==> config.mk <==
export PLATFORM = sky130hd
export DESIGN_NAME = serial_flash_bootloader_command_engine_flat
export DESIGN_NICKNAME = d
export VERILOG_FILES = /design/src/rtl/core/sfb_pkg.sv /design/src/rtl/core/sfb_if.sv /design/src/rtl/core/sfb_regs.sv /design/src/rtl/core/sfb_datapath.sv /design/src/rtl/core/sfb_ctrl.sv /design/src/rtl/core/serial_flash_bootloader_command_engine.sv /design/src/flat_wrapper.sv
export SDC_FILE = /design/constraint.sdc
export NUM_CORES = 1
export LEC_CHECK = 0
export BUFFER_PORTS_ARGS = -buffer_cell sky130_fd_sc_hd__buf_2
export CAP_MARGIN = 20
export CORE_ASPECT_RATIO = 0.7
export CORE_MARGIN = 4
export CORE_UTILIZATION = 55
export CTS_CLUSTER_DIAMETER = 60
export DETAILED_ROUTE_END_ITERATION = 10
export PLACE_DENSITY_LB_ADDON = 0.1
export SLEW_MARGIN = 20
export SYNTH_ARGS = -nofsm -noshare
export SYNTH_HDL_FRONTEND = slang
export SYNTH_SLANG_ARGS = --single-unit
==> constraint.sdc <==
create_clock -name i_clk -period 10.19 [get_ports i_clk]
set_input_delay 2.038 -clock i_clk [delete_from_list [all_inputs] [get_ports i_clk]]
set_output_delay 2.038 -clock i_clk [all_outputs]
set_load 0.02 [all_outputs]
==> src/rtl/core/sfb_pkg.sv <==
// Shared types, codes and constants of the serial flash boot command engine.
// Depends on nothing; every other file of the block but sfb_if refers to it by scoped names.
`default_nettype none

package sfb_pkg;

    // Command bytes received on the serial line.
    localparam logic [7:0] CMD_VERSION = 8'h10;
    localparam logic [7:0] CMD_ACK     = 8'h11;
    localparam logic [7:0] CMD_SIZE    = 8'h12;
    localparam logic [7:0] CMD_ERASE   = 8'h13;
    localparam logic [7:0] CMD_WRITE   = 8'h14;
    localparam logic [7:0] CMD_ALIGN   = 8'h15;
    localparam logic [7:0] CMD_RUN     = 8'h16;

    // Acknowledge byte sent back to the host.
    localparam logic [7:0] ACK_BYTE = 8'h12;

    // Length of the version text held in the ROM below.
    localparam int VERSION_LEN = 10;

    // Sequence step index, wide enough for the longest reply at the largest page.
    localparam int IDX_W = 6;

    // Configuration register indexes and reset values.
    localparam logic [1:0]  REG_TIMEOUT   = 2'd0;
    localparam logic [1:0]  REG_APP_START = 2'd1;
    localparam logic [1:0]  REG_FLASH_END = 2'd2;
    localparam logic [15:0] RST_TIMEOUT   = 16'h1FFF;
    localparam logic [23:0] RST_APP_START = 24'h001000;
    localparam logic [24:0] RST_FLASH_END = 25'h0010000;

    // Result actions.
    typedef enum logic [2:0] {
        ACT_SEND        = 3'd0,
        ACT_ERASE_BLOCK = 3'd1,
        ACT_LOAD_LATCH  = 3'd2,
        ACT_START_WRITE = 3'd3,
        ACT_ERASE_APP   = 3'd4,
        ACT_JUMP        = 3'd5
    } t_action;

    // Controller states.
    typedef enum logic [2:0] {
        ST_WAIT,
        ST_ADDR,
        ST_DATA,
        ST_RUN,
        ST_HALT
    } t_state;

    // Decoded meaning of an incoming beat.
    typedef enum logic [3:0] {
        OP_IDLE,
        OP_VERSION,
        OP_ACK,
        OP_SIZE,
        OP_ERASE,
        OP_WRITE,
        OP_ALIGN,
        OP_RUN,
        OP_OTHER
    } t_op;

    // Reply sequences played out by the result sequencer.
    typedef enum logic [2:0] {
        SEQ_VERSION,
        SEQ_ACK,
        SEQ_SIZE,
        SEQ_ALIGN,
        SEQ_REGION,
        SEQ_ACK_JUMP,
        SEQ_JUMP,
        SEQ_PAGE
    } t_seq;

    // Configuration register contents.
    typedef struct packed {
        logic [15:0] timeout_limit;
        logic [23:0] app_start;
        logic [24:0] flash_end;
    } t_cfg;

    // Commands from the controller to the datapath.
    typedef struct packed {
        logic             accept;
        logic             to_tick;
        logic             start_addr;
        logic             gather_addr;
        logic             gather_data;
        logic             emit;
        logic             last;
        t_seq             seq;
        logic [IDX_W-1:0] idx;
    } t_dp_cmd;

    // Status from the datapath to the controller.
    typedef struct packed {
        t_op  op;
        logic hit;
        logic addr_end;
        logic data_end;
        logic out_free;
    } t_dp_status;

    // Version text, one character per index.
    function automatic logic [7:0] version_char(input logic [3:0] i);
        logic [7:0] c;
        case (i)
            4'd0:    c = 8'h42;  // B
            4'd1:    c = 8'h6F;  // o
            4'd2:    c = 8'h6F;  // o
            4'd3:    c = 8'h74;  // t
            4'd4:    c = 8'h5F;  // _
            4'd5:    c = 8'h31;  // 1
            4'd6:    c = 8'h2E;  // .
            4'd7:    c = 8'h30;  // 0
            4'd8:    c = 8'h2E;  // .
            4'd9:    c = 8'h61;  // a
            default: c = 8'h00;
        endcase
        return c;
    endfunction

endpackage

`default_nettype wire

==> src/rtl/core/sfb_if.sv <==
// Valid/ready channel interfaces for command beats and result beats.
// Depends on nothing; payload widths are fixed by the block's field list.
`default_nettype none

// Command channel: one received byte or one idle expiry per beat.
interface sfb_cmd_if;
    logic       valid;
    logic       ready;
    logic       cmd;
    logic [7:0] rx_byte;

    modport source (output valid, cmd, rx_byte, input ready);
    modport sink   (input valid, cmd, rx_byte, output ready);
endinterface

// Result channel: one transmit byte or one flash action per beat.
interface sfb_rsp_if;
    logic        valid;
    logic        ready;
    logic [2:0]  action;
    logic [7:0]  tx_byte;
    logic [23:0] flash_address;
    logic [24:0] region_end;
    logic [63:0] latch_data;
    logic        last;

    modport source (output valid, action, tx_byte, flash_address, region_end, latch_data,
                    last, input ready);
    modport sink   (input valid, action, tx_byte, flash_address, region_end, latch_data,
                    last, output ready);
endinterface

`default_nettype wire

==> src/rtl/core/sfb_regs.sv <==
// APB-style configuration registers: timeout limit, application start, flash end.
// Depends on sfb_pkg for the register indexes, reset values and the t_cfg struct.
`default_nettype none

module sfb_regs (
    input  wire logic          i_clk,
    input  wire logic          i_rst_n,
    input  wire logic          i_psel,
    input  wire logic          i_penable,
    input  wire logic          i_pwrite,
    input  wire logic [3:0]    i_paddr,
    input  wire logic [31:0]   i_pwdata,
    output logic [31:0]        o_prdata,
    output logic               o_pready,
    output sfb_pkg::t_cfg      o_cfg
);

    sfb_pkg::t_cfg r_cfg;
    logic          w_write;
    logic [1:0]    w_index;

    // The port never inserts wait states.
    assign o_pready = 1'b1;
    assign w_write  = i_psel && i_penable && i_pwrite;
    assign w_index  = i_paddr[3:2];

    // Register writes in the access phase.
    always_ff @(posedge i_clk) begin
        if (!i_rst_n) begin
            r_cfg.timeout_limit <= sfb_pkg::RST_TIMEOUT;
            r_cfg.app_start     <= sfb_pkg::RST_APP_START;
            r_cfg.flash_end     <= sfb_pkg::RST_FLASH_END;
        end else if (w_write) begin
            case (w_index)
                sfb_pkg::REG_TIMEOUT:   r_cfg.timeout_limit <= i_pwdata[15:0];
                sfb_pkg::REG_APP_START: r_cfg.app_start     <= i_pwdata[23:0];
                sfb_pkg::REG_FLASH_END: r_cfg.flash_end     <= i_pwdata[24:0];
                default: ;
            endcase
        end
    end

    // Read data, zero extended.
    always_comb begin
        case (w_index)
            sfb_pkg::REG_TIMEOUT:   o_prdata = {16'h0, r_cfg.timeout_limit};
            sfb_pkg::REG_APP_START: o_prdata = {8'h0, r_cfg.app_start};
            sfb_pkg::REG_FLASH_END: o_prdata = {7'h0, r_cfg.flash_end};
            default:                o_prdata = 32'h0;
        endcase
    end

    assign o_cfg = r_cfg;

endmodule

`default_nettype wire

==> src/rtl/core/sfb_datapath.sv <==
// Datapath: beat decode, timeout counter, address and page gathering, page store,
// result item assembly and the output register. Depends on sfb_pkg.
`default_nettype none

module sfb_datapath #(
    parameter int PAGE_BYTES    = 64,
    parameter int VERSION_CHARS = 10
) (
    input  wire logic               i_clk,
    input  wire logic               i_rst_n,
    input  wire logic               i_cmd,
    input  wire logic [7:0]         i_rx_byte,
    input  wire sfb_pkg::t_cfg      i_cfg,
    input  wire sfb_pkg::t_dp_cmd   i_ctl,
    output sfb_pkg::t_dp_status     o_status,
    input  wire logic               i_out_ready,
    output logic                    o_out_valid,
    output logic [2:0]              o_action,
    output logic [7:0]              o_tx_byte,
    output logic [23:0]             o_flash_address,
    output logic [24:0]             o_region_end,
    output logic [63:0]             o_latch_data,
    output logic                    o_last
);

    localparam int ROWS = (PAGE_BYTES + 7) / 8;
    localparam int RW   = (ROWS > 1) ? $clog2(ROWS) : 1;
    localparam int CW   = $clog2(PAGE_BYTES);
    localparam int IW   = sfb_pkg::IDX_W;
    localparam int VN   = (VERSION_CHARS < sfb_pkg::VERSION_LEN) ?
                          VERSION_CHARS : sfb_pkg::VERSION_LEN;

    // Size and alignment replies are fixed by the page size.
    localparam logic [8:0]  SIZE_VAL  = 9'(PAGE_BYTES);
    localparam logic [8:0]  ALIGN_VAL = 9'(PAGE_BYTES - 1);
    localparam logic [7:0]  SIZE_HI   = {7'h0, SIZE_VAL[8]};
    localparam logic [7:0]  SIZE_LO   = SIZE_VAL[7:0];
    localparam logic [7:0]  SIZE_SUM  = 8'(sfb_pkg::CMD_SIZE + SIZE_HI + SIZE_LO);
    localparam logic [7:0]  ALIGN_HI  = {7'h0, ALIGN_VAL[8]};
    localparam logic [7:0]  ALIGN_LO  = ALIGN_VAL[7:0];
    localparam logic [7:0]  ALIGN_SUM = 8'(sfb_pkg::CMD_ALIGN + ALIGN_HI + ALIGN_LO);
    localparam logic [9:0]  PAGE_W    = 10'(PAGE_BYTES);
    localparam logic [IW-1:0] LATCHES = IW'(ROWS);

    // Gathering state.
    logic [CW-1:0]  r_cnt;
    logic [23:0]    r_page;
    logic [7:0]     r_rem;
    logic [23:0]    r_base;
    logic [15:0]    r_to_cnt;

    // Page store, one row per latch word.
    logic [63:0]    r_mem [ROWS];
    logic [63:0]    r_rd_data;

    // Output register.
    logic                r_out_valid;
    sfb_pkg::t_action    r_out_action;
    logic [7:0]          r_out_tx;
    logic [23:0]         r_out_addr;
    logic [24:0]         r_out_end;
    logic [63:0]         r_out_data;
    logic                r_out_last;

    logic [7:0]     w_byte;
    logic [15:0]    w_to_base;
    logic [15:0]    w_to_inc;
    logic [9:0]     w_rem_acc;
    logic [7:0]     w_rem_next;
    logic           w_addr_end;
    logic           w_data_end;
    logic [RW-1:0]  w_wrow;
    logic [2:0]     w_lane;
    logic [IW-1:0]  w_rd_k;
    logic [RW-1:0]  w_rrow;
    logic [IW-1:0]  w_lk;
    logic [63:0]    w_lmask;
    sfb_pkg::t_op   w_op;

    sfb_pkg::t_action w_it_action;
    logic [7:0]       w_it_tx;
    logic [23:0]      w_it_addr;
    logic [24:0]      w_it_end;
    logic [63:0]      w_it_data;

    // An idle expiry stands for a zero byte.
    assign w_byte = i_cmd ? 8'h00 : i_rx_byte;

    // Decode of the incoming beat.
    always_comb begin
        if (i_cmd) begin
            w_op = sfb_pkg::OP_IDLE;
        end else begin
            case (i_rx_byte)
                sfb_pkg::CMD_VERSION: w_op = sfb_pkg::OP_VERSION;
                sfb_pkg::CMD_ACK:     w_op = sfb_pkg::OP_ACK;
                sfb_pkg::CMD_SIZE:    w_op = sfb_pkg::OP_SIZE;
                sfb_pkg::CMD_ERASE:   w_op = sfb_pkg::OP_ERASE;
                sfb_pkg::CMD_WRITE:   w_op = sfb_pkg::OP_WRITE;
                sfb_pkg::CMD_ALIGN:   w_op = sfb_pkg::OP_ALIGN;
                sfb_pkg::CMD_RUN:     w_op = sfb_pkg::OP_RUN;
                default:              w_op = sfb_pkg::OP_OTHER;
            endcase
        end
    end

    // A received byte clears the timeout count before any increment.
    assign w_to_base = i_cmd ? r_to_cnt : 16'h0;
    assign w_to_inc  = w_to_base + 16'd1;

    always_ff @(posedge i_clk) begin
        if (!i_rst_n) begin
            r_to_cnt <= 16'h0;
        end else if (i_ctl.accept) begin
            r_to_cnt <= i_ctl.to_tick ? w_to_inc : w_to_base;
        end
    end

    // Remainder of the address by the page size, eight restoring steps per byte.
    always_comb begin
        w_rem_acc = {2'b00, r_rem};
        for (int i = 7; i >= 0; i--) begin
            w_rem_acc = {w_rem_acc[8:0], w_byte[i]};
            if (w_rem_acc >= PAGE_W) begin
                w_rem_acc = w_rem_acc - PAGE_W;
            end
        end
        w_rem_next = w_rem_acc[7:0];
    end

    assign w_addr_end = (r_cnt == CW'(3));
    assign w_data_end = (r_cnt == CW'(PAGE_BYTES - 1));

    // Gather counter, page address and its remainder. The first address byte
    // falls off the 24-bit address, so it takes no part in the remainder.
    always_ff @(posedge i_clk) begin
        if (!i_rst_n) begin
            r_cnt  <= '0;
            r_page <= 24'h0;
            r_rem  <= 8'h0;
        end else if (i_ctl.start_addr) begin
            r_cnt  <= '0;
            r_page <= 24'h0;
            r_rem  <= 8'h0;
        end else if (i_ctl.gather_addr) begin
            r_page <= {r_page[15:0], w_byte};
            r_rem  <= (r_cnt == '0) ? 8'h0 : w_rem_next;
            r_cnt  <= w_addr_end ? '0 : r_cnt + CW'(1);
        end else if (i_ctl.gather_data) begin
            r_cnt  <= w_data_end ? '0 : r_cnt + CW'(1);
        end
    end

    // Block-aligned page address, settled long before the page is written.
    always_ff @(posedge i_clk) begin
        r_base <= r_page - {16'h0, r_rem};
    end

    // Page store: byte writes while gathering, one registered row read a cycle.
    // The row read is that of the next latch word to go out.
    assign w_wrow = RW'(r_cnt >> 3);
    assign w_lane = r_cnt[2:0];
    assign w_rd_k = i_ctl.emit ? i_ctl.idx : i_ctl.idx - IW'(1);
    assign w_rrow = RW'(w_rd_k);

    always_ff @(posedge i_clk) begin
        if (i_ctl.gather_data) begin
            r_mem[w_wrow][{w_lane, 3'b000} +: 8] <= w_byte;
        end
        r_rd_data <= r_mem[w_rrow];
    end

    // Lanes past the end of the page read as zero.
    assign w_lk = i_ctl.idx - IW'(1);
    always_comb begin
        for (int i = 0; i < 8; i++) begin
            w_lmask[8*i +: 8] = ((10'({w_lk, 3'b000}) + 10'(i)) < PAGE_W) ? 8'hFF : 8'h00;
        end
    end

    // Assembly of the current sequence step.
    always_comb begin
        w_it_action = sfb_pkg::ACT_SEND;
        w_it_tx     = 8'h00;
        w_it_addr   = 24'h0;
        w_it_end    = 25'h0;
        w_it_data   = 64'h0;
        case (i_ctl.seq)
            sfb_pkg::SEQ_VERSION: begin
                if (i_ctl.idx == '0) begin
                    w_it_tx = sfb_pkg::CMD_VERSION;
                end else begin
                    w_it_tx = sfb_pkg::version_char(4'(i_ctl.idx - IW'(1)));
                end
            end
            sfb_pkg::SEQ_ACK: begin
                w_it_tx = sfb_pkg::ACK_BYTE;
            end
            sfb_pkg::SEQ_SIZE: begin
                case (i_ctl.idx[1:0])
                    2'd0:    w_it_tx = sfb_pkg::CMD_SIZE;
                    2'd1:    w_it_tx = SIZE_HI;
                    2'd2:    w_it_tx = SIZE_LO;
                    default: w_it_tx = SIZE_SUM;
                endcase
            end
            sfb_pkg::SEQ_ALIGN: begin
                case (i_ctl.idx[1:0])
                    2'd0:    w_it_tx = sfb_pkg::CMD_ALIGN;
                    2'd1:    w_it_tx = ALIGN_HI;
                    2'd2:    w_it_tx = ALIGN_LO;
                    default: w_it_tx = ALIGN_SUM;
                endcase
            end
            sfb_pkg::SEQ_REGION: begin
                if (i_ctl.idx == '0) begin
                    w_it_action = sfb_pkg::ACT_ERASE_APP;
                    w_it_addr   = i_cfg.app_start;
                    w_it_end    = i_cfg.flash_end;
                end else begin
                    w_it_tx = sfb_pkg::ACK_BYTE;
                end
            end
            sfb_pkg::SEQ_ACK_JUMP: begin
                if (i_ctl.idx == '0) begin
                    w_it_tx = sfb_pkg::ACK_BYTE;
                end else begin
                    w_it_action = sfb_pkg::ACT_JUMP;
                    w_it_addr   = i_cfg.app_start;
                end
            end
            sfb_pkg::SEQ_JUMP: begin
                w_it_action = sfb_pkg::ACT_JUMP;
                w_it_addr   = i_cfg.app_start;
            end
            sfb_pkg::SEQ_PAGE: begin
                if (i_ctl.idx == '0) begin
                    w_it_action = sfb_pkg::ACT_ERASE_BLOCK;
                    w_it_addr   = r_base;
                end else if (i_ctl.idx <= LATCHES) begin
                    w_it_action = sfb_pkg::ACT_LOAD_LATCH;
                    w_it_addr   = r_base + 24'({w_lk, 3'b000});
                    w_it_data   = r_rd_data & w_lmask;
                end else if (i_ctl.idx == LATCHES + IW'(1)) begin
                    w_it_action = sfb_pkg::ACT_START_WRITE;
                    w_it_addr   = r_base;
                end else begin
                    w_it_tx = sfb_pkg::ACK_BYTE;
                end
            end
            default: ;
        endcase
    end

    // Output register: a finished beat waits here while the next one is prepared.
    always_ff @(posedge i_clk) begin
        if (!i_rst_n) begin
            r_out_valid <= 1'b0;
        end else if (i_ctl.emit) begin
            r_out_valid <= 1'b1;
        end else if (i_out_ready) begin
            r_out_valid <= 1'b0;
        end
    end

    always_ff @(posedge i_clk) begin
        if (i_ctl.emit) begin
            r_out_action <= w_it_action;
            r_out_tx     <= w_it_tx;
            r_out_addr   <= w_it_addr;
            r_out_end    <= w_it_end;
            r_out_data   <= w_it_data;
            r_out_last   <= i_ctl.last;
        end
    end

    assign o_out_valid     = r_out_valid;
    assign o_action        = r_out_action;
    assign o_tx_byte       = r_out_tx;
    assign o_flash_address = r_out_addr;
    assign o_region_end    = r_out_end;
    assign o_latch_data    = r_out_data;
    assign o_last          = r_out_last;

    // Status back to the controller.
    assign o_status.op       = w_op;
    assign o_status.hit      = (w_to_inc == i_cfg.timeout_limit);
    assign o_status.addr_end = w_addr_end;
    assign o_status.data_end = w_data_end;
    assign o_status.out_free = !r_out_valid || i_out_ready;

endmodule

`default_nettype wire

==> src/rtl/core/sfb_ctrl.sv <==
// Controller: command phase state machine and result sequencer.
// Depends on sfb_pkg for states, sequences and the datapath command/status structs.
`default_nettype none

module sfb_ctrl #(
    parameter int PAGE_BYTES    = 64,
    parameter int VERSION_CHARS = 10
) (
    input  wire logic                i_clk,
    input  wire logic                i_rst_n,
    input  wire logic                i_in_valid,
    output logic                     o_in_ready,
    input  wire sfb_pkg::t_dp_status i_status,
    output sfb_pkg::t_dp_cmd         o_ctl
);

    localparam int IW   = sfb_pkg::IDX_W;
    localparam int ROWS = (PAGE_BYTES + 7) / 8;
    localparam int VN   = (VERSION_CHARS < sfb_pkg::VERSION_LEN) ?
                          VERSION_CHARS : sfb_pkg::VERSION_LEN;
    localparam logic [IW-1:0] LEN_VERSION = IW'(VN + 1);
    localparam logic [IW-1:0] LEN_PAGE    = IW'(ROWS + 3);

    sfb_pkg::t_state r_state, n_state;
    sfb_pkg::t_seq   r_seq, n_seq;
    logic [IW-1:0]   r_idx, n_idx;
    logic [IW-1:0]   w_len;
    logic            w_last;
    logic            w_fire;
    logic            w_count;

    // Number of beats in the running sequence.
    always_comb begin
        case (r_seq)
            sfb_pkg::SEQ_VERSION:  w_len = LEN_VERSION;
            sfb_pkg::SEQ_ACK:      w_len = IW'(1);
            sfb_pkg::SEQ_SIZE:     w_len = IW'(4);
            sfb_pkg::SEQ_ALIGN:    w_len = IW'(4);
            sfb_pkg::SEQ_REGION:   w_len = IW'(2);
            sfb_pkg::SEQ_ACK_JUMP: w_len = IW'(2);
            sfb_pkg::SEQ_JUMP:     w_len = IW'(1);
            sfb_pkg::SEQ_PAGE:     w_len = LEN_PAGE;
            default:               w_len = IW'(1);
        endcase
    end

    assign w_last     = (r_idx == w_len - IW'(1));
    assign o_in_ready = (r_state != sfb_pkg::ST_RUN);
    assign w_fire     = i_in_valid && o_in_ready;
    assign w_count    = (i_status.op == sfb_pkg::OP_IDLE) ||
                        (i_status.op == sfb_pkg::OP_OTHER);

    // Next state.
    always_comb begin
        n_state = r_state;
        n_seq   = r_seq;
        n_idx   = r_idx;
        case (r_state)
            sfb_pkg::ST_WAIT: begin
                if (w_fire) begin
                    n_idx = '0;
                    case (i_status.op)
                        sfb_pkg::OP_VERSION: begin
                            n_state = sfb_pkg::ST_RUN;
                            n_seq   = sfb_pkg::SEQ_VERSION;
                        end
                        sfb_pkg::OP_ACK: begin
                            n_state = sfb_pkg::ST_RUN;
                            n_seq   = sfb_pkg::SEQ_ACK;
                        end
                        sfb_pkg::OP_SIZE: begin
                            n_state = sfb_pkg::ST_RUN;
                            n_seq   = sfb_pkg::SEQ_SIZE;
                        end
                        sfb_pkg::OP_ALIGN: begin
                            n_state = sfb_pkg::ST_RUN;
                            n_seq   = sfb_pkg::SEQ_ALIGN;
                        end
                        sfb_pkg::OP_ERASE: begin
                            n_state = sfb_pkg::ST_RUN;
                            n_seq   = sfb_pkg::SEQ_REGION;
                        end
                        sfb_pkg::OP_RUN: begin
                            n_state = sfb_pkg::ST_RUN;
                            n_seq   = sfb_pkg::SEQ_ACK_JUMP;
                        end
                        sfb_pkg::OP_WRITE: begin
                            n_state = sfb_pkg::ST_ADDR;
                        end
                        default: begin
                            // Idle expiry or unknown byte: jump once the limit is met.
                            if (i_status.hit) begin
                                n_state = sfb_pkg::ST_RUN;
                                n_seq   = sfb_pkg::SEQ_JUMP;
                            end
                        end
                    endcase
                end
            end
            sfb_pkg::ST_ADDR: begin
                if (w_fire && i_status.addr_end) begin
                    n_state = sfb_pkg::ST_DATA;
                end
            end
            sfb_pkg::ST_DATA: begin
                if (w_fire && i_status.data_end) begin
                    n_state = sfb_pkg::ST_RUN;
                    n_seq   = sfb_pkg::SEQ_PAGE;
                    n_idx   = '0;
                end
            end
            sfb_pkg::ST_RUN: begin
                if (i_status.out_free) begin
                    if (w_last) begin
                        if (r_seq == sfb_pkg::SEQ_JUMP || r_seq == sfb_pkg::SEQ_ACK_JUMP) begin
                            n_state = sfb_pkg::ST_HALT;
                        end else begin
                            n_state = sfb_pkg::ST_WAIT;
                        end
                    end else begin
                        n_idx = r_idx + IW'(1);
                    end
                end
            end
            sfb_pkg::ST_HALT: begin
                n_state = sfb_pkg::ST_HALT;
            end
            default: begin
                n_state = sfb_pkg::ST_WAIT;
            end
        endcase
    end

    // Commands to the datapath.
    always_comb begin
        o_ctl.accept      = w_fire && (r_state != sfb_pkg::ST_HALT);
        o_ctl.to_tick     = w_fire && (r_state == sfb_pkg::ST_WAIT) && w_count;
        o_ctl.start_addr  = w_fire && (r_state == sfb_pkg::ST_WAIT) &&
                            (i_status.op == sfb_pkg::OP_WRITE);
        o_ctl.gather_addr = w_fire && (r_state == sfb_pkg::ST_ADDR);
        o_ctl.gather_data = w_fire && (r_state == sfb_pkg::ST_DATA);
        o_ctl.emit        = (r_state == sfb_pkg::ST_RUN) && i_status.out_free;
        o_ctl.last        = w_last;
        o_ctl.seq         = r_seq;
        o_ctl.idx         = r_idx;
    end

    always_ff @(posedge i_clk) begin
        if (!i_rst_n) begin
            r_state <= sfb_pkg::ST_WAIT;
            r_seq   <= sfb_pkg::SEQ_ACK;
            r_idx   <= '0;
        end else begin
            r_state <= n_state;
            r_seq   <= n_seq;
            r_idx   <= n_idx;
        end
    end

endmodule

`default_nettype wire

==> src/rtl/core/serial_flash_bootloader_command_engine.sv <==
// Top level of the serial flash boot command engine: registers, controller, datapath.
// Depends on sfb_pkg, sfb_if, sfb_regs, sfb_ctrl and sfb_datapath.
//
//  Channel    Direction  Handshake             Beat
//  i_cmd_ch   in         valid/ready           cmd, rx_byte
//  o_rsp_ch   out        valid/ready           action, tx_byte, flash_address,
//                                              region_end, latch_data, last
//  APB        in/out     psel/penable/pready   timeout_limit, app_start, flash_end
//
// A beat with no result, or one that is gathered, is taken without holding the input.
// A reply holds the input until its last beat is in the single output register;
// the result sequencer sends one beat a cycle while that register is free. A page
// write is 3 + (PAGE_BYTES+7)/8 beats, one page-store row read per latch word.
// Reset is synchronous and needs no clearing pass; the page store is filled
// before its rows are sent out.
`default_nettype none

module serial_flash_bootloader_command_engine #(
    parameter int PAGE_BYTES    = 64,
    parameter int VERSION_CHARS = 10
) (
    input  wire logic        i_clk,
    input  wire logic        i_rst_n,
    sfb_cmd_if.sink          i_cmd_ch,
    sfb_rsp_if.source        o_rsp_ch,
    input  wire logic        i_psel,
    input  wire logic        i_penable,
    input  wire logic        i_pwrite,
    input  wire logic [3:0]  i_paddr,
    input  wire logic [31:0] i_pwdata,
    output logic [31:0]      o_prdata,
    output logic             o_pready
);

    sfb_pkg::t_cfg       w_cfg;
    sfb_pkg::t_dp_cmd    w_ctl;
    sfb_pkg::t_dp_status w_status;

    // Configuration registers.
    sfb_regs u_regs (
        .i_clk     (i_clk),
        .i_rst_n   (i_rst_n),
        .i_psel    (i_psel),
        .i_penable (i_penable),
        .i_pwrite  (i_pwrite),
        .i_paddr   (i_paddr),
        .i_pwdata  (i_pwdata),
        .o_prdata  (o_prdata),
        .o_pready  (o_pready),
        .o_cfg     (w_cfg)
    );

    // Phase state machine and result sequencer.
    sfb_ctrl #(
        .PAGE_BYTES    (PAGE_BYTES),
        .VERSION_CHARS (VERSION_CHARS)
    ) u_ctrl (
        .i_clk      (i_clk),
        .i_rst_n    (i_rst_n),
        .i_in_valid (i_cmd_ch.valid),
        .o_in_ready (i_cmd_ch.ready),
        .i_status   (w_status),
        .o_ctl      (w_ctl)
    );

    // Gathering, page store and result assembly.
    sfb_datapath #(
        .PAGE_BYTES    (PAGE_BYTES),
        .VERSION_CHARS (VERSION_CHARS)
    ) u_datapath (
        .i_clk           (i_clk),
        .i_rst_n         (i_rst_n),
        .i_cmd           (i_cmd_ch.cmd),
        .i_rx_byte       (i_cmd_ch.rx_byte),
        .i_cfg           (w_cfg),
        .i_ctl           (w_ctl),
        .o_status        (w_status),
        .i_out_ready     (o_rsp_ch.ready),
        .o_out_valid     (o_rsp_ch.valid),
        .o_action        (o_rsp_ch.action),
        .o_tx_byte       (o_rsp_ch.tx_byte),
        .o_flash_address (o_rsp_ch.flash_address),
        .o_region_end    (o_rsp_ch.region_end),
        .o_latch_data    (o_rsp_ch.latch_data),
        .o_last          (o_rsp_ch.last)
    );

endmodule

`default_nettype wire

==> src/flat_wrapper.sv <==
// flat-port wrapper written by rule: the top's interface ports become plain ports
module serial_flash_bootloader_command_engine_flat 
#(
    parameter int PAGE_BYTES    = 64,
    parameter int VERSION_CHARS = 10
)
  (i_clk, i_rst_n, i_psel, i_penable, i_pwrite, i_paddr, i_pwdata, o_prdata, o_pready, i_cmd_ch_valid, i_cmd_ch_cmd, i_cmd_ch_rx_byte, i_cmd_ch_ready, o_rsp_ch_valid, o_rsp_ch_action, o_rsp_ch_tx_byte, o_rsp_ch_flash_address, o_rsp_ch_region_end, o_rsp_ch_latch_data, o_rsp_ch_last, o_rsp_ch_ready);
  sfb_cmd_if i_cmd_ch_i ();
  sfb_rsp_if o_rsp_ch_i ();
  input  wire logic i_clk;
  input  wire logic i_rst_n;
  input  wire logic i_psel;
  input  wire logic i_penable;
  input  wire logic i_pwrite;
  input  wire logic [3:0] i_paddr;
  input  wire logic [31:0] i_pwdata;
  output logic [31:0] o_prdata;
  output logic o_pready;
  input wire logic [$bits(i_cmd_ch_i.valid)-1:0] i_cmd_ch_valid;
  input wire logic [$bits(i_cmd_ch_i.cmd)-1:0] i_cmd_ch_cmd;
  input wire logic [$bits(i_cmd_ch_i.rx_byte)-1:0] i_cmd_ch_rx_byte;
  output wire logic [$bits(i_cmd_ch_i.ready)-1:0] i_cmd_ch_ready;
  output wire logic [$bits(o_rsp_ch_i.valid)-1:0] o_rsp_ch_valid;
  output wire logic [$bits(o_rsp_ch_i.action)-1:0] o_rsp_ch_action;
  output wire logic [$bits(o_rsp_ch_i.tx_byte)-1:0] o_rsp_ch_tx_byte;
  output wire logic [$bits(o_rsp_ch_i.flash_address)-1:0] o_rsp_ch_flash_address;
  output wire logic [$bits(o_rsp_ch_i.region_end)-1:0] o_rsp_ch_region_end;
  output wire logic [$bits(o_rsp_ch_i.latch_data)-1:0] o_rsp_ch_latch_data;
  output wire logic [$bits(o_rsp_ch_i.last)-1:0] o_rsp_ch_last;
  input wire logic [$bits(o_rsp_ch_i.ready)-1:0] o_rsp_ch_ready;
  assign i_cmd_ch_i.valid = i_cmd_ch_valid;
  assign i_cmd_ch_i.cmd = i_cmd_ch_cmd;
  assign i_cmd_ch_i.rx_byte = i_cmd_ch_rx_byte;
  assign i_cmd_ch_ready = i_cmd_ch_i.ready;
  assign o_rsp_ch_valid = o_rsp_ch_i.valid;
  assign o_rsp_ch_action = o_rsp_ch_i.action;
  assign o_rsp_ch_tx_byte = o_rsp_ch_i.tx_byte;
  assign o_rsp_ch_flash_address = o_rsp_ch_i.flash_address;
  assign o_rsp_ch_region_end = o_rsp_ch_i.region_end;
  assign o_rsp_ch_latch_data = o_rsp_ch_i.latch_data;
  assign o_rsp_ch_last = o_rsp_ch_i.last;
  assign o_rsp_ch_i.ready = o_rsp_ch_ready;
  serial_flash_bootloader_command_engine #(.PAGE_BYTES(PAGE_BYTES), .VERSION_CHARS(VERSION_CHARS)) u_core (.i_clk(i_clk), .i_rst_n(i_rst_n), .i_cmd_ch(i_cmd_ch_i), .o_rsp_ch(o_rsp_ch_i), .i_psel(i_psel), .i_penable(i_penable), .i_pwrite(i_pwrite), .i_paddr(i_paddr), .i_pwdata(i_pwdata), .o_prdata(o_prdata), .o_pready(o_pready));
endmodule
==> impl_metrics.env <==
export IMPL_final_nets=2800
export IMPL_drt_iter0_markers=2042
export IMPL_rows=77
export IMPL_io_pins=212
export IMPL_hpwl_um=54130
export IMPL_drt_total_wl_um=82580
export IMPL_slew_limit_headroom_pct=29.32
export IMPL_highest_layer="met4"
export IMPL_dr_wl_met3_um=6707
export IMPL_syn_area_um2=35590
export IMPL_drtAntennaViolNets=0
export IMPL_ys_seq_area_share_pct=66.26
export IMPL_swShare_pct=24.51
export IMPL_max_stage_delay_ns=0.40
export IMPL_vias_per_cell=5.933
export IMPL_cts_buffers=81
export IMPL_fin_skew_ns=0.02585
export IMPL_h_tree_depth=3
export IMPL_drive_gt1_share_pct=20.46
export IMPL_fin_setup_tns_ns=0
export IMPL_status="finished, final reports clean"
export IMPL_clk_insertion_delay_late_ns=0.63
export IMPL_fmax_mhz=118.6
export IMPL_ir_worst_vdd_mv=0.2009
export IMPL_period_share_pct=82.77
export IMPL_p_leak_nw=13.72
export IMPL_critPathRequiredTime_ns=10.71
export IMPL_post_place_ws_ns=1.229
export IMPL_synth_avg_cell_area_um2=13.96
export IMPL_post_cts_resized=0
export IMPL_clockBufferDepth=3
export IMPL_yosys_warnings=0
export IMPL_drt_met1_wl_um=37400
export IMPL_crit_family="compound AO/OA/AOI/OAI gates"
export IMPL_crit_top_cell="ha_1"
export IMPL_ys_async_sr_fraction_pct=0
export IMPL_ys_ff_latch=860
export IMPL_hold_viol=0
export IMPL_synth_edf_count=636
export IMPL_gp_congestion=0.8817
export IMPL_crit_path_end_kind="register"
export IMPL_power_share_clock_pct=38.5
export IMPL_cp_max_fo=8
export IMPL_power_density_nw_per_um2=194.3
export IMPL_p_comb_share_pct=11.8
export IMPL_grt_usage_pct=23.61
export IMPL_crit_type="in -> reg"
export IMPL_grt_max_degree=114
export IMPL_port_buffers=193
export IMPL_syn_to_final_growth_pct=12.24
export IMPL_fin_ws_ns=1.755
export IMPL_antenna_found_initial=1
export IMPL_hold_path_class="reg -> reg"
export IMPL_critPathSlowestCell="or3_1"
export IMPL_num_vias=21400
export IMPL_cts_tree="done"
export IMPL_wire_per_inst_um=22.90
export IMPL_layout_common_cells="edfxtp_1 (636), nand2_1 (272), dfxtp_1 (224)"
export IMPL_drv_slew=0
export IMPL_clk_pin_slew_worst_paths_ns=0.06
export IMPL_cts_sinks=860
export IMPL_synth_distinct_cells=80
export IMPL_drc_errors=0
export IMPL_max_cap_violations=0
export IMPL_die_w_um=312.1
export IMPL_cts_setup_buffers=0
export IMPL_startpoint_type="primary input"
export IMPL_wl_met2_um=36920
export IMPL_hold_buffers=0
export IMPL_crit_buf_inv=3
export IMPL_period_minus_slack_ns=8.435
export IMPL_gr_total_overflow=0
export IMPL_dr_pass1_iters=5
export IMPL_rsz0062_at_grt="false"
export IMPL_clockRootBuffer="clkbuf_16"
export IMPL_die_h_um=220.8
export IMPL_p_int_mw=5.860
export IMPL_dieArea_um2=68910
export IMPL_worstMarginPinSlew_ns=1.052
export IMPL_p_switching_mw=1.902
export IMPL_worstPathArrival_ns=8.95
export IMPL_coreArea_um2=63590
export IMPL_start_util_pct=55.97
export IMPL_synthCells=2550
export IMPL_first_global_vias=20400
export IMPL_power_frac_seq_pct=49.7
export IMPL_layout_commonest_cell="edfxtp_1"
export IMPL_setup_viol=0
export IMPL_fill_cells=4744
export IMPL_synthFlopType="edfxtp_1"
export IMPL_grt_pass1_wl_um=124900
## tightest hold or removal path, cell delays in order, from the launching register on
cell and delay (ns):
dfxtp_1 0.32, nand2_1 0.05, a21oi_1 0.05
## metrics by stage
stage	power, mW	hold slack [ns]	instances	cell area (um2)	utilization (%)
global route	8.070	0.5021	3605	39940	62.82
detailed placement	4.831	0.4627	3454	37290	58.64
finish	7.762	0.4670	3606	39950	62.82
floorplan	4.603	0.4306	2557	35620	-
global placement	4.798	0.4581	3453	37270	58.62
CTS	7.792	0.4705	3604	39910	62.77
## flip-flops by register name (all words and copies together) (netlist names), 6 cells and up
name / flops
u_core.u_datapath.o_flash_address: 24
u_core.u_datapath.r_rem: 8
u_core.u_datapath.o_region_end: 25
u_core.u_datapath.r_page: 24
u_core.u_datapath.r_base: 24
u_core.u_regs.o_cfg: 65
u_core.u_datapath.o_tx_byte: 7
u_core.u_datapath.r_rd_data: 64
u_core.u_datapath.r_mem: 512
u_core.u_ctrl.r_idx: 6
u_core.u_datapath.r_to_cnt: 16
u_core.u_datapath.o_latch_data: 64
u_core.u_datapath.r_cnt: 6
## cell usage after synthesis, types with 5 or more instances
cell      number  area share, %
nand3b_1       5           0.11
a31oi_1        9           0.16
nor2b_1       32           0.56
buf_1         20           0.21
a21boi_0      61            1.3
mux4_2       128            8.1
a21oi_1       70           0.98
dfxtp_1      224             13
nor3b_1        5           0.11
o211ai_1       5           0.11
o21ai_0       89            1.3
xor2_1        29           0.71
nor3_1        57           0.80
or3_1         12           0.21
and3_1        20           0.35
nor4_1         8           0.14
inv_1         51           0.54
mux2i_1       24           0.67
ha_1          37            1.3
nand2b_1      28           0.49
buf_4          9           0.19
nand3_1       55           0.77
mux2_2        65            2.1
nand2_1      272            2.9
xnor2_1       46            1.1
a22oi_1       15           0.32
a22o_1        16           0.39
a21o_1        10           0.21
edfxtp_1     636             54
nand4_1       17           0.30
and2_1       104            1.8
clkbuf_1     116            1.2
nor2_1       190            2.0
## power by group through the flow
stage	logic (mW)	clock network [mW]	registers, mW
after floorplan	0.689	0	3.91
after global placement	0.868	0	3.93
after detailed placement	0.900	0	3.93
after CTS	0.908	3.03	3.86
after global routing	1.01	3.20	3.86
final	0.918	2.99	3.86
## worst paths after layout
| kind | from | to | slack (ns) | cells after the start |
|---|---|---|---|---|
| max reg2reg | u_core.u_datapath.r_rem[5] | u_core.u_datapath.r_rem[6] | 2.32 | 36 |
| min reg2reg | u_core.u_datapath.r_page[23] | u_core.u_datapath.r_page[23] | 0.47 | 2 |
| min | u_core.u_datapath.r_page[23] | u_core.u_datapath.r_page[23] | 0.47 | 2 |
| max | i_cmd_ch_rx_byte[7] | u_core.u_datapath.r_rem[6] | 1.76 | 34 |
## area by class of cell
| cell class | count | area, um2 | area share (%) |
|---|---|---|---|
| timing repair buffer | 217 | 1186 | 2.969 |
| sequential | 860 | 23580 | 59.03 |
| clock inverter | 28 | 285.3 | 0.7141 |
| multi-input combinational | 1497 | 11320 | 28.33 |
| clock buffer | 122 | 2337 | 5.851 |
| antenna | 1 | 2.502 | 0.006264 |
| tap | 829 | 1037 | 2.597 |
| inverter | 52 | 200.2 | 0.5011 |
## per-layer routing
metal  vias to the layer above  GRT usage, %
met4                         0         5.274
li1                       9732             -
met1                     10790         36.13
met5                         -             0
met2                       762         35.12
met3                       114         5.097
## cell families (layout without fill, tap and decap cells)
family | count (synthesis) | after routing | synth area share, %
adder cells (fa/ha/maj) | 39 | 39 | 1.413
XOR/XNOR | 75 | 75 | 1.846
buffers and inverters | 200 | 419 | 2.215
AND/OR/NAND/NOR | 823 | 823 | 11.01
AO/OA/AOI/OAI | 330 | 330 | 6.194
flip-flops | 860 | 860 | 66.26
other | 2 | 10 | 0.02110
multiplexers | 221 | 221 | 11.04
Power figures use the tool's default switching activity.
